### src/rtl/core/vpts_pkg.sv
package vpts_pkg;

  localparam int VPTS_COORD_WIDTH = 32;
  localparam int VPTS_COEF_WIDTH  = 16;

  localparam int COEF_FRAC   = 12;  // Q4.12 coefficients
  localparam int FRAC_BITS   = 16;  // Q.16 coordinates
  localparam int LANE_STRIDE = 16;  // coefficient lane pitch in a matrix register
  localparam int NUM_LANES   = 4;

  localparam int ONE_Q12 = 4096;
  localparam int ONE_Q16 = 65536;

  // half screen size, truncated: 16-bit size >> 1
  localparam int HALF_W          = 15;
  localparam logic [HALF_W-1:0] HALF_W_RST = 15'd640;
  localparam logic [HALF_W-1:0] HALF_H_RST = 15'd360;

  localparam int CFG_IDX_W  = 3;
  localparam int CFG_DATA_W = 64;

  localparam int QUEUE_DEPTH = 4;

  typedef enum logic [CFG_IDX_W-1:0] {
    CFG_COL_X  = 3'd0,
    CFG_COL_Y  = 3'd1,
    CFG_COL_Z  = 3'd2,
    CFG_COL_W  = 3'd3,
    CFG_SCR_W  = 3'd4,
    CFG_SCR_H  = 3'd5
  } cfg_idx_e;

endpackage

### src/rtl/core/vpts_fifo.sv
module vpts_fifo import vpts_pkg::*; #(
  parameter int WIDTH = 8,
  parameter int DEPTH = QUEUE_DEPTH
) (
  input  logic             clk_i,
  input  logic             rst_ni,
  input  logic             push_i,
  input  logic [WIDTH-1:0] data_i,
  output logic             full_o,
  input  logic             pop_i,
  output logic [WIDTH-1:0] data_o,
  output logic             empty_o
);

  localparam int AW = $clog2(DEPTH);
  localparam int NW = $clog2(DEPTH + 1);

  logic [WIDTH-1:0] mem_q [DEPTH];
  logic [AW-1:0]    wr_ptr_q, rd_ptr_q;
  logic [NW-1:0]    cnt_q;

  assign full_o  = (cnt_q == NW'(DEPTH));
  assign empty_o = (cnt_q == '0);
  assign data_o  = mem_q[rd_ptr_q];

  always_ff @(posedge clk_i or negedge rst_ni) begin
    if (!rst_ni) begin
      wr_ptr_q <= '0;
      rd_ptr_q <= '0;
      cnt_q    <= '0;
    end else begin
      if (push_i) begin
        wr_ptr_q <= (wr_ptr_q == AW'(DEPTH - 1)) ? '0 : wr_ptr_q + 1'b1;
      end
      if (pop_i) begin
        rd_ptr_q <= (rd_ptr_q == AW'(DEPTH - 1)) ? '0 : rd_ptr_q + 1'b1;
      end
      if (push_i && !pop_i) begin
        cnt_q <= cnt_q + 1'b1;
      end else if (pop_i && !push_i) begin
        cnt_q <= cnt_q - 1'b1;
      end
    end
  end

  always_ff @(posedge clk_i) begin
    if (push_i) begin
      mem_q[wr_ptr_q] <= data_i;
    end
  end

endmodule

### config.mk
export PLATFORM = sky130hd
export DESIGN_NAME = vpts_fifo
export DESIGN_NICKNAME = d
export VERILOG_FILES = /design/src/rtl/core/vpts_pkg.sv /design/src/rtl/core/vpts_fifo.sv
export SDC_FILE = /design/constraint.sdc
export NUM_CORES = 1
export LEC_CHECK = 0
export ABC_CLOCK_PERIOD_IN_PS = 2750
export BUFFER_PORTS_ARGS = -buffer_cell sky130_fd_sc_hd__buf_4
export CORE_ASPECT_RATIO = 0.7
export CORE_MARGIN = 3
export CORE_UTILIZATION = 54
export DETAILED_ROUTE_END_ITERATION = 10
export HOLD_SLACK_MARGIN = 0.03
export PLACE_DENSITY = 0.87
export REMOVE_ABC_BUFFERS = 1
export SLEW_MARGIN = 25
export SYNTH_ARGS = -nofsm -noshare
export SYNTH_HDL_FRONTEND = slang
export SYNTH_SLANG_ARGS = --single-unit
### constraint.sdc
create_clock -name clk_i -period 2.75 [get_ports clk_i]
set_input_delay 0.55 -clock clk_i [delete_from_list [all_inputs] [get_ports clk_i]]
set_output_delay 0.55 -clock clk_i [all_outputs]
set_load 0.1 [all_outputs]
; Word-level counts from Yosys, hierarchy flattened
; Memory sizes are Yosys's and may differ from the RTL's.
; Index checks and enable logic that the tools add are counted.
[word_totals]
ff_bits = 7
ram_bits = 32
in_bits = 12
out_inout_bits = 10
wordCells = 23
n_memories = 1
[classes]
addsub = 4
eq_ne = 3
mux = 6
reduce_logical = 6
[mem_list]
columns = memory, depth, word_bits, rd, rd_ports_with_merged_regs, write_ports, line_no
row1 = mem_q, 4, 8, 1, 0, 1, vpts_fifo.sv:18  ; logic [WIDTH-1:0] mem_q [DEPTH];
[ops]
columns = operator, count
row1 = 2-to-1 mux 3 bit, 2
row2 = adder 2 x 1 -> 2 bit (second input constant), 2
row3 = == test 2 bit (second input constant), 2
row4 = 2-to-1 mux 2 bit, 2
row5 = adder 3 x 1 -> 3 bit (second input constant), 1
row6 = == test 3 bit (second input constant), 1
row7 = logical NOT 3 bit, 1
row8 = subtractor 3 x 1 -> 3 bit (second input constant), 1
row9 = logical AND 1 bit, 2
row10 = logical NOT 1 bit, 2
row11 = 2-to-1 mux 1 bit, 2
row12 = nonzero test 2 bit, 1

; Depth between registers and ports, before layout
; Gate-level depths: netlist (run 1).
[depth]
depth_word = 4
depth_mapped = 7
depth_no_buf = 7

; Least setup slack after synthesis (run 1)
; No wires, ideal clock.
[synth_path]
kind = reg2out
from = reg cnt_q[0]
to = out full_o
arrival_time_ns = 2.635
required_ns = 2.200
setup_slack_ns = -0.435
path_stages_with_launch = 2
n_path_buf = 0
cell_sequence = dfrtp_1 > nor3b_1
[synth_via]
elab_chain_cells = 1
[synth_lines]
columns = element, line_no
row1 = from (decl), vpts_fifo.sv:20  ; logic [NW-1:0] cnt_q;
row2 = from (signal assigned), vpts_fifo.sv:39  ; cnt_q <= cnt_q + 1'b1;
row3 = from (signal assigned), vpts_fifo.sv:41  ; cnt_q <= cnt_q - 1'b1;
row4 = == test 3 bit, vpts_fifo.sv:22  ; assign full_o = (cnt_q == NW'(DEPTH));
row5 = to (decl), vpts_fifo.sv:9  ; output logic full_o,
; No other way between the ends.

; Worst setup path after layout (run 1)
[layout_path]
from = reg rd_ptr_q[0]
to = out data_o[0]
[layout_via]
elab_chain_cells = 1
[layout_lines]
columns = element, line_no
row1 = from (decl), vpts_fifo.sv:19  ; logic [AW-1:0] wr_ptr_q, rd_ptr_q;
row2 = from (signal assigned), vpts_fifo.sv:36  ; rd_ptr_q <= (rd_ptr_q == AW'(DEPTH - 1)) ? '0 : rd_ptr_q + 1'b1;
row3 = memory (4 x 8 bit), -
row4 = to (decl), vpts_fifo.sv:11  ; output logic [WIDTH-1:0] data_o,
; No other way between the ends.

==> results of run 1 <==
layer usage:
metal	track usage, %	up-vias	wire, µm
met1	23.9	388	1170
li1	-	352	-
met2	28.7	21	1300
met4	8.28	0	23
met5	0	-	0
met3	5.89	2	146
sequential cells by signal, summed over array words and instances (netlist names):
name      flops
mem_q        32
wr_ptr_q      2
rd_ptr_q      2
cnt_q         3
metrics by stage:
stage / utilization, % / hold WS [ns] / TNS, ns / area [µm²] / std cells
global placement: 67.1 / 0.367 / 0 / 1750 / 132
floorplan: - / 0.254 / -0.716 / 1550 / 77
global route: 71.2 / 0.0596 / 0 / 1860 / 140
finish: 71.2 / 0.0713 / 0 / 1860 / 140
CTS: 71.2 / 0.0645 / 0 / 1860 / 140
detailed placement: 67.1 / 0.371 / 0 / 1750 / 132
cell usage in the layout, fill, tap and decap left out:
cell,instances
and2_1,4
nor3_1,2
buf_4,21
mux2_2,2
nor3b_1,1
mux4_2,8
nand2_1,2
o21ai_0,2
xor2_1,2
clkbuf_8,5
dfrtp_1,7
nor2_1,2
inv_1,4
bufinv_16,1
fa_1,1
clkbuf_1,2
a21o_2,1
ha_1,6
xnor2_1,1
edfxtp_1,32
cells by family (layout without fill, tap and decap cells):
kind of cell / Yosys count / after routing / share of synthesized area, %
and+or+nand+nor: 11 / 11 / 3.67
AOI/OAI and AO/OA: 3 / 3 / 1.20
buffers and inverters: 6 / 33 / 1.99
DFF: 39 / 39 / 72.5
xor gates and xnor gates: 3 / 3 / 1.68
muxes: 10 / 10 / 12.9
adders and majority gates: 7 / 7 / 6.07
Yosys cell counts, types with 2 or more instances:
cell type	n
mux4_2	8
and2_1	4
nand2_1	2
xor2_1	2
nor2_1	2
ha_1	6
o21ai_0	2
dfrtp_1	7
nor3_1	2
inv_1	4
mux2_2	2
edfxtp_1	32
path summary, 6_finish.rpt:
path                              from           to  cells past startpoint
min reg2reg                   cnt_q[2]     cnt_q[2]                      1
max                        rd_ptr_q[0]    data_o[0]                      2
max reg2reg                rd_ptr_q[0]  rd_ptr_q[1]                      2
min                             rst_ni     cnt_q[2]                      1
min in group clk_i           data_i[0]  mem_q[1][0]                      1
max in group asynchronous       rst_ni  wr_ptr_q[1]                      1
area by class of cell:
class                   count  area [µm²]  area share [%]
clock inverters             1        30.0            1.62
flip-flops and latches     39        1140            61.1
inverters                   4        15.0           0.808
clock buffers               7        76.3            4.11
multi-input cells          34         400            21.5
repair buffers             21         158            8.48
well taps                  34        42.5            2.29
==> impl_summary.md, run 1 <==
Status
The run finished with clean final reports.

Clock network
The H-tree level count is 2. The CTS clock-pin slew for the worst setup and hold paths is 0.07 ns. Buffers added to address setup during post-CTS repair amount to 0. The number of clock buffers added by TritonCTS is 5. TritonCTS built the clock tree.

The latest clock arrival within the worst-skew pair is 0.28 ns. For this design, the CTS-stage hold fixing added 0 buffers. Counting every sink on the clock net gives 39. The maximum clock insertion buffer count is 2. In this run, post-CTS repair resized a total of 0 instances. Clock tree synthesis selected as its root buffer the cell clkbuf_8.

Global route
Across every metal layer, demand over resource in global routing totals 18.4%. The pin count of the biggest net entering global routing is 13. The number of antenna violations at the first check in global routing is 0. The first global-routing pass estimated 4700 µm of wire. The via count of the first global-routing pass is 893. The total congestion overflow after global routing is 0.

Critical path
The peak fanout along the critical path is 11. Data on the critical path is required at its endpoint by 2.20 ns. The worst setup slack for register-to-register paths is 1.30 ns. The type of element capturing the critical path is an output pin. Together, buffers and inverters on the worst path number 1. The data arrival at the endpoint of the critical path is 1.87 ns.

The highest cell delay on the worst timing path is 0.74 ns. Among all stages on the critical path, the largest delay is contributed by dfrtp_1. The critical path goes through mux4_2 > buf_4. STA classifies the critical path startpoint as a flip-flop. The setup path with the least slack is of type reg -> out. The family with the most delay on the worst path is flip-flops.

Yosys
The share of synthesized area occupied by flip-flops and latches is 72.5%. The number of warnings printed during yosys synthesis is 0. The register bit count reported by yosys is 39. By area the synthesized netlist is led by edfxtp_1 61%, mux4_2 11%, dfrtp_1 11%, ha_1 4.8%, and2_1 1.6%.

Synthesis handed over a netlist of 79 instances. The cell area that synthesis handed to floorplanning was 1570 µm². The mean area per synthesized cell is 19.8 µm².

The cell taking the most area after synthesis is edfxtp_1. The most used flip-flop cell after synthesis is edfxtp_1. Counting distinct cell types in the post-synthesis netlist gives 18.

After synthesis, the share of flip-flops with an asynchronous set or reset is 17.9%. The number of flops mapped to enable cells by yosys is 32. After synthesis, the largest area contributor takes up 61.3% of total cell area.

Drt
The detailed router placed 763 vias in this run. The average routed wire per standard cell is 18.8 µm. After detailed routing, the total wire length is 2630 µm. The post-detailed-route DRC marker count is 0. The number of search-and-repair iterations in the first detailed-routing pass is 4.

Once detail routing completed, the nets flagged for antenna violations numbered 0. Using the TritonRoute via totals, the vias-per-cell ratio works out to 5.45. The first-iteration detailed-routing DRC count is 29.

STA
For the finished layout, the period the worst path requires is 2.42 ns. The final-report hold violation count came to 0. The final critical path takes up 88.0% of the cycle. The count of pins over their slew limit is 0. For this run, the top clock speed supported by timing is 0.413 GHz.

The measured slew at the worst slew-check pin is 0.612 ns. The post-layout worst setup margin is 0.329 ns. The final setup violation count is 0. The final worst clock skew is 0.000950 ns. In this run the tightest slew margin relative to its limit is 59.2%. Setup repair after global routing left no endpoint under its margin.

Floorplanning
The floorplan step defined a core boundary enclosing 2610 µm². After floorplanning, the core was divided into 15 placement rows. The number of primary I/O pins is 22. The die span in y is 51.1 µm. Once the floorplan was initialized, standard cells occupied 60.1% of the core. The die extent in x is 70.4 µm.

The die covers 3600 µm².

Cells and area
The number of antenna diodes in the final layout is 0. The share of final-layout standard cells stronger than drive strength 1 is 35.8%. Fill cells in the final layout number 162. The final net count is 124. The post-synthesis to final-layout area growth is 18.5%.

Placed design
The pre-CTS worst setup slack is 0.620 ns. The final estimated routing congestion in global placement is 0.747. Summed over all nets, the half-perimeter wirelength after detailed placement is 1830 µm. Port buffering added 21 buffers.

Run
Max-cap violations in this run came to 0.

Worst hold path
The worst hold path belongs to the class in -> async.
Power of run 1 is not shown: default switching activity piles up to over one toggle a cycle in this logic, so the estimate is an artifact.
==> inputs of run 2 (changes only) <==
--- a/config.mk
+++ b/config.mk
@@ -6,13 +6,15 @@
 export NUM_CORES = 1
 export LEC_CHECK = 0
 export ABC_CLOCK_PERIOD_IN_PS = 2750
-export BUFFER_PORTS_ARGS = -buffer_cell sky130_fd_sc_hd__buf_4
+export BUFFER_PORTS_ARGS = -buffer_cell sky130_fd_sc_hd__buf_2
+export CELL_PAD_IN_SITES_DETAIL_PLACEMENT = 1
+export CELL_PAD_IN_SITES_GLOBAL_PLACEMENT = 1
 export CORE_ASPECT_RATIO = 0.7
 export CORE_MARGIN = 3
-export CORE_UTILIZATION = 54
+export CORE_UTILIZATION = 51
 export DETAILED_ROUTE_END_ITERATION = 10
 export HOLD_SLACK_MARGIN = 0.03
-export PLACE_DENSITY = 0.87
+export PLACE_DENSITY = 0.93
 export REMOVE_ABC_BUFFERS = 1
 export SLEW_MARGIN = 25
 export SYNTH_ARGS = -nofsm -noshare
==> run 2 against run 1 <==
Wire length increased by 13%; global-route usage rose by 0.95 points; critical path depth unchanged; via count fell by 0.39%; final area shrank 1.3%; cell count grew 1.4%; first-iteration DRC count grew 110%; worst setup slack worse by 0.065 ns; critical endpoint is now data_o[3].
==> impl_summary.md, run 2 (synthesis results as in run 1) <==
Status
The run finished with clean final reports.

Critical path
The data required time at the worst endpoint is 2.20 ns. STA classifies the critical path endpoint as an output pin. The critical path in this run is classified as reg -> out. The critical path launch point type is a flip-flop.

The startpoint of the most critical setup path is rd_ptr_q[0]. In this run the critical register-to-register path is launched from rd_ptr_q[0]. Of all nets on the critical path, the largest fanout is 11. STA puts the critical path data arrival time at 1.94 ns.

Clock network
The number of setup buffers added after CTS is 0. The number of buffers inserted during clock tree synthesis is 5. The H-tree level count is 2. The latest clock arrival within the worst-skew pair is 0.29 ns. The maximum clock insertion buffer count is 2.

Hold repair after CTS inserted 0 buffers. The post-cts gate resize count is 0. The TritonCTS clock tree is done.

Counting every sink on the clock net gives 39. The cell chosen for the clock root is clkbuf_8. The CTS clock-pin slew for the worst setup and hold paths is 0.07 ns.

Cells and area
The total inserted antenna cells is 0. Compared with the post-synthesis result, the final layout area differs by 17.0%. In the final design database the tool counted 124 nets.

The layout has 270 filler cells. The register name with the most flops is mem_q. The library cell used most frequently in the layout, excluding fill and tap cells, is edfxtp_1.

The register with the most flip-flops in the layout has 32 of them. The largest registers in the layout are mem_q x32, cnt_q x3. Excluding fillers, the count of instances in the completed layout stands at 142. In the final layout, the share of cells above drive strength 1 is 36.8%. The library cells used most frequently in the layout, excluding fill and tap cells, are 32 x edfxtp_1, 21 x buf_2, 8 x mux4_2, 7 x dfrtp_1, 6 x ha_1.

STA
For the pin with the worst max-slew slack, the measured transition is 0.621 ns. In the finished design, the share of the clock period the worst path needs comes to 90.4%. The relative slew slack is 58.6%.

The final setup TNS is 0 ns. The final worst clock skew is 0.00240 ns. The post-route minimum period is 2.49 ns.

The highest clock rate is 0.402 GHz. Setup repair after global routing left no endpoint under its margin. The count of pins over their slew limit was 0. The final setup violation count is 0. The post-layout worst setup margin is 0.264 ns. The final-report hold violation count was 0.

Global route
Global routing finished with a remaining overflow of 0. The first-pass GRT wire length is 4860 µm. The aggregate global-route resource usage is 19.4%. The pin count of the biggest net entering global routing is 13.

The via count of the first global-routing pass came to 899. The number of antenna violations at the first check in global routing is 0.

Worst hold path
The path class of the lowest-slack min-delay path is in -> async.

Placed design
The total instance count after detailed placement is 134. The pre-CTS worst setup slack is 0.552 ns. Port buffering added 21 buffers. The final estimated routing congestion in global placement is 0.657. The HPWL after detailed placement is 2090 µm.

Floorplanning
The core region is 2860 µm². The number of primary I/O pins is 22. The die area is 3790 µm². The die extent in x is 72.3 µm.

The number of placement rows is 16. The initial utilization of the core area, before any placement, comes to 54.8%. The die is 52.4 µm tall.

Drt
The via density per instance is 5.35. Dividing the detail-routed wire length by the instance count gives 20.9 µm. The number of search-and-repair iterations in the first detailed-routing pass is 4. The first-iteration detailed-routing DRC count is 62. The routed layout has 760 vias. The post-detailed-route DRC marker count is 0. The total detailed-routing wirelength is 2970 µm. The number of nets with antenna violations after routing is 0.

Run
The tool flagged a number of max-cap violations equal to 0.
-- run 2: critical path, stage by stage (launching register included) --
cell     delay [ns]
dfrtp_1        0.74
mux4_2         0.59
buf_2          0.31
-- run 2: layout make-up --
| cell class | instances | area, µm² | share of cell area [%] |
|---|---|---|---|
| flip-flops and latches | 39 | 1140 | 61.9 |
| multi-input cells | 34 | 400 | 21.8 |
| repair buffers | 21 | 105 | 5.73 |
| clock buffers | 6 | 72.6 | 3.96 |
| clock inverters | 2 | 60.1 | 3.27 |
| well taps | 36 | 45.0 | 2.46 |
| inverters | 4 | 15.0 | 0.819 |
-- run 2: final timing paths --
check | cells after the start | slack, ns | to
setup / recovery | 2 | 0.26 | data_o[3]
hold / removal | 1 | 0.09 | cnt_q[1]
setup reg to reg | 2 | 1.29 | rd_ptr_q[1]
hold reg to reg | 1 | 0.51 | cnt_q[2]
max in group asynchronous | 1 | 2.49 | rd_ptr_q[1]
min in group clk_i | 1 | 0.47 | mem_q[2][6]
-- run 2: per-layer routing --
layer	routed length [µm]	share of wire, %	vias to the layer above	global-route usage (%)
li1	-	-	351	-
met1	1250	42	383	22.1
met2	1510	51	19	31.7
met3	140	4.7	7	6.13
met4	76	2.6	0	12.5
met5	0	0	-	0
-- run 2: metrics by stage --
stage               utilization, %  hold slack, ns  area [µm²]
floorplan                        -           0.254        1550
global placement              59.4           0.390        1700
detailed placement            59.4           0.401        1700
CTS                           64.1          0.0813        1830
global route                  64.1          0.0788        1830
finish                        64.1          0.0881        1830
Power of run 2 is left out for the same reason.
==> inputs of run 3 (changes only) <==
--- a/config.mk
+++ b/config.mk
@@ -9,7 +9,6 @@
 export BUFFER_PORTS_ARGS = -buffer_cell sky130_fd_sc_hd__buf_2
 export CELL_PAD_IN_SITES_DETAIL_PLACEMENT = 1
 export CELL_PAD_IN_SITES_GLOBAL_PLACEMENT = 1
-export CORE_ASPECT_RATIO = 0.7
 export CORE_MARGIN = 3
 export CORE_UTILIZATION = 51
 export DETAILED_ROUTE_END_ITERATION = 10
==> run 3 against run 2 <==
First-iteration DRC count down 34%; register-to-register slack improved by 0.02 ns; core utilization down 1.3 points; flip-flop and latch count did not move; critical path type unchanged; wire length decreased by 4.2%; highest routed layer unchanged; clock skew increased by 0.0075 ns.
==> impl_summary.md, run 3 (synthesis results as in run 1) <==
Status
The flow ran to the end, and the final reports show no timing, DRC or antenna violations.

Clock network
After clock tree synthesis, the clock-pin slew on the worst setup and hold paths is 0.12 ns. The number of buffers inserted during clock tree synthesis is 5. The cell chosen for the clock root is clkbuf_4. TritonCTS built the clock tree. The clock net in this run drives a total of 39 sinks. The maximum clock insertion buffer count is 2.

In this run the number of H-tree levels came out at 2. For the worst-skew pair, the clock arrives at the later sink with an insertion delay of 0.34 ns. The post-cts gate resize count is 0.

Critical path
STA classifies the critical path endpoint as an output pin. The data arrival at the endpoint of the critical path is 1.99 ns. The worst setup path is launched from a flip-flop. The highest cell delay on the worst timing path is 0.74 ns.

The critical path is of the reg -> out type. The signal on the critical path passes through mux4_2 > buf_2. The peak fanout along the critical path is 11. The data required time at the worst endpoint is 2.20 ns.

The cell with the largest stage delay on the worst path is dfrtp_1.

Drt
For this block, the initial DRC count from the detailed router was 41. The average routed wire per standard cell is 20.6 µm. In the routed design, unresolved DRC markers number 0. The number of nets with antenna violations after routing is 0. The via density per instance is 5.64. Wires add up to 2850 µm.

The count of vias placed by the detailed router is 779. The number of search-and-repair iterations in the first detailed-routing pass is 4.

STA
The measured slew at the worst slew-check pin is 0.606 ns. The final setup violation count is 0. On the final layout, the worst hold slack is 0.417 ns. The post-layout worst setup margin is 0.207 ns. In the finished design, the share of the clock period the worst path needs comes to 92.5%. The relative slew slack is 59.6%. The count of pins over their slew limit is 0.

The final worst clock skew is 0.00987 ns. The post-route minimum period is 2.54 ns. The highest clock rate is 0.393 GHz. The final-report hold violation count is 0. Setup repair after global routing left no endpoint under its margin.

Placed design
During placement, the flow inserted port buffers numbering 21. The HPWL after detailed placement is 2090 µm. Timing analysis after detailed placement gives a worst setup slack of 0.549 ns. The final estimated routing congestion in global placement is 0.636. The total instance count after detailed placement is 129.

Cells and area
Leaving out fill and tap cells, the most frequent cell in the layout is edfxtp_1. The area growth from synthesis to layout is 14.3%. Registers take 1140 µm². In the final layout, the multi-input gates occupy 400 µm². The share of final-layout standard cells stronger than drive strength 1 is 37.4%. The register with the most flip-flops in the layout has 32 of them. The final net count is 125. The filler cells instantiated in the layout total 247. The number of non-filler instances in the completed layout is 138.

In the final layout, the registers with the most flip-flops are mem_q x32, cnt_q x3. Leaving out fill and tap cells, the most frequent cells in the layout are 32 x edfxtp_1, 21 x buf_2, 8 x mux4_2, 7 x dfrtp_1, 6 x ha_1. The total inserted antenna cells is 0. mem_q holds more flip-flops than any other register.

Run
The tool flagged a number of max-cap violations equal to 0.

Floorplanning
The floorplan has 19 rows. The starting utilization of the core area is 55.0%. Measured along the y axis, the die boundary spans 61.4 µm. The die covers 3780 µm². The number of primary I/O pins is 22.

From left edge to right edge, the die measures 61.4 µm. The total core area is 2850 µm².

Global route
The via count of the first global-routing pass was 830. For this run the aggregate overflow at the end of global routing stands at 0. The pin count of the biggest net entering global routing is 13. Global routing consumed, over all layers together, 18.5% of the routing resources. The number of antenna violations at the first check in global routing is 0. The first-pass GRT wire length is 4420 µm.

Worst hold path
The tightest min-delay check is of the in -> reg type.
## run 3: cell types whose count changed in the layout (fill, tap and decap cells not counted), sizes merged
cell	change
bufinv	-1
clkinv	+1
dlygate4sd3	+1
## run 3: worst paths after layout
kind,from,end,slack (ns),cells past startpoint
min in group asynchronous,rst_ni,rd_ptr_q[1],0.58,2
worst max register to register,rd_ptr_q[0],rd_ptr_q[1],1.31,2
worst min register to register,cnt_q[2],cnt_q[2],0.52,1
worst min-delay path,data_i[2],mem_q[2][2],0.42,1
worst max-delay path,rd_ptr_q[0],data_o[6],0.21,2
max in group asynchronous,rst_ni,wr_ptr_q[0],2.01,2
## run 3: metrics by stage
step | utilization [%] | area [µm²] | TNS, ns
after floorplan | - | 1550 | -0.716
after detailed placement | 59.4 | 1700 | 0
after global placement | 59.4 | 1700 | 0
after CTS | 62.8 | 1790 | 0
after global routing | 62.8 | 1790 | 0
final | 62.8 | 1790 | 0
## run 3: cell type report
cell class                 count  share of cell area (%)
multi-input combinational     34                    22.3
sequential                    39                    63.4
clock inverter                 2                    1.96
tap                           31                    2.16
clock buffer                   6                    2.86
timing repair buffer          22                    6.42
inverter                       4                   0.838
## run 3: critical path, delay by kind of cell, from the launching register on
kind	cells	cell delay, ns
buffers and inverters	1	0.31
multiplexers	1	0.60
flip-flops	1	0.74
## run 3: repair_timing
| item | CTS | global route |
|---|---|---|
| hold endpoints to repair | 7 | 0 |
| hold buffers | 1 | 0 |
| buffers inserted | 0 | 0 |
## run 3: layer usage
metal  wire length, µm  vias to the layer above  share of wire [%]  global-route usage [%]
met2              1570                       20                 55                    32.2
met3               117                        5                4.1                    7.55
met5                 0                        -                  0                       0
met4                55                        0                1.9                    8.18
met1              1110                      398                 39                    19.8
li1                  -                      356                  -                       -
Power of run 3 is left out for the same reason.
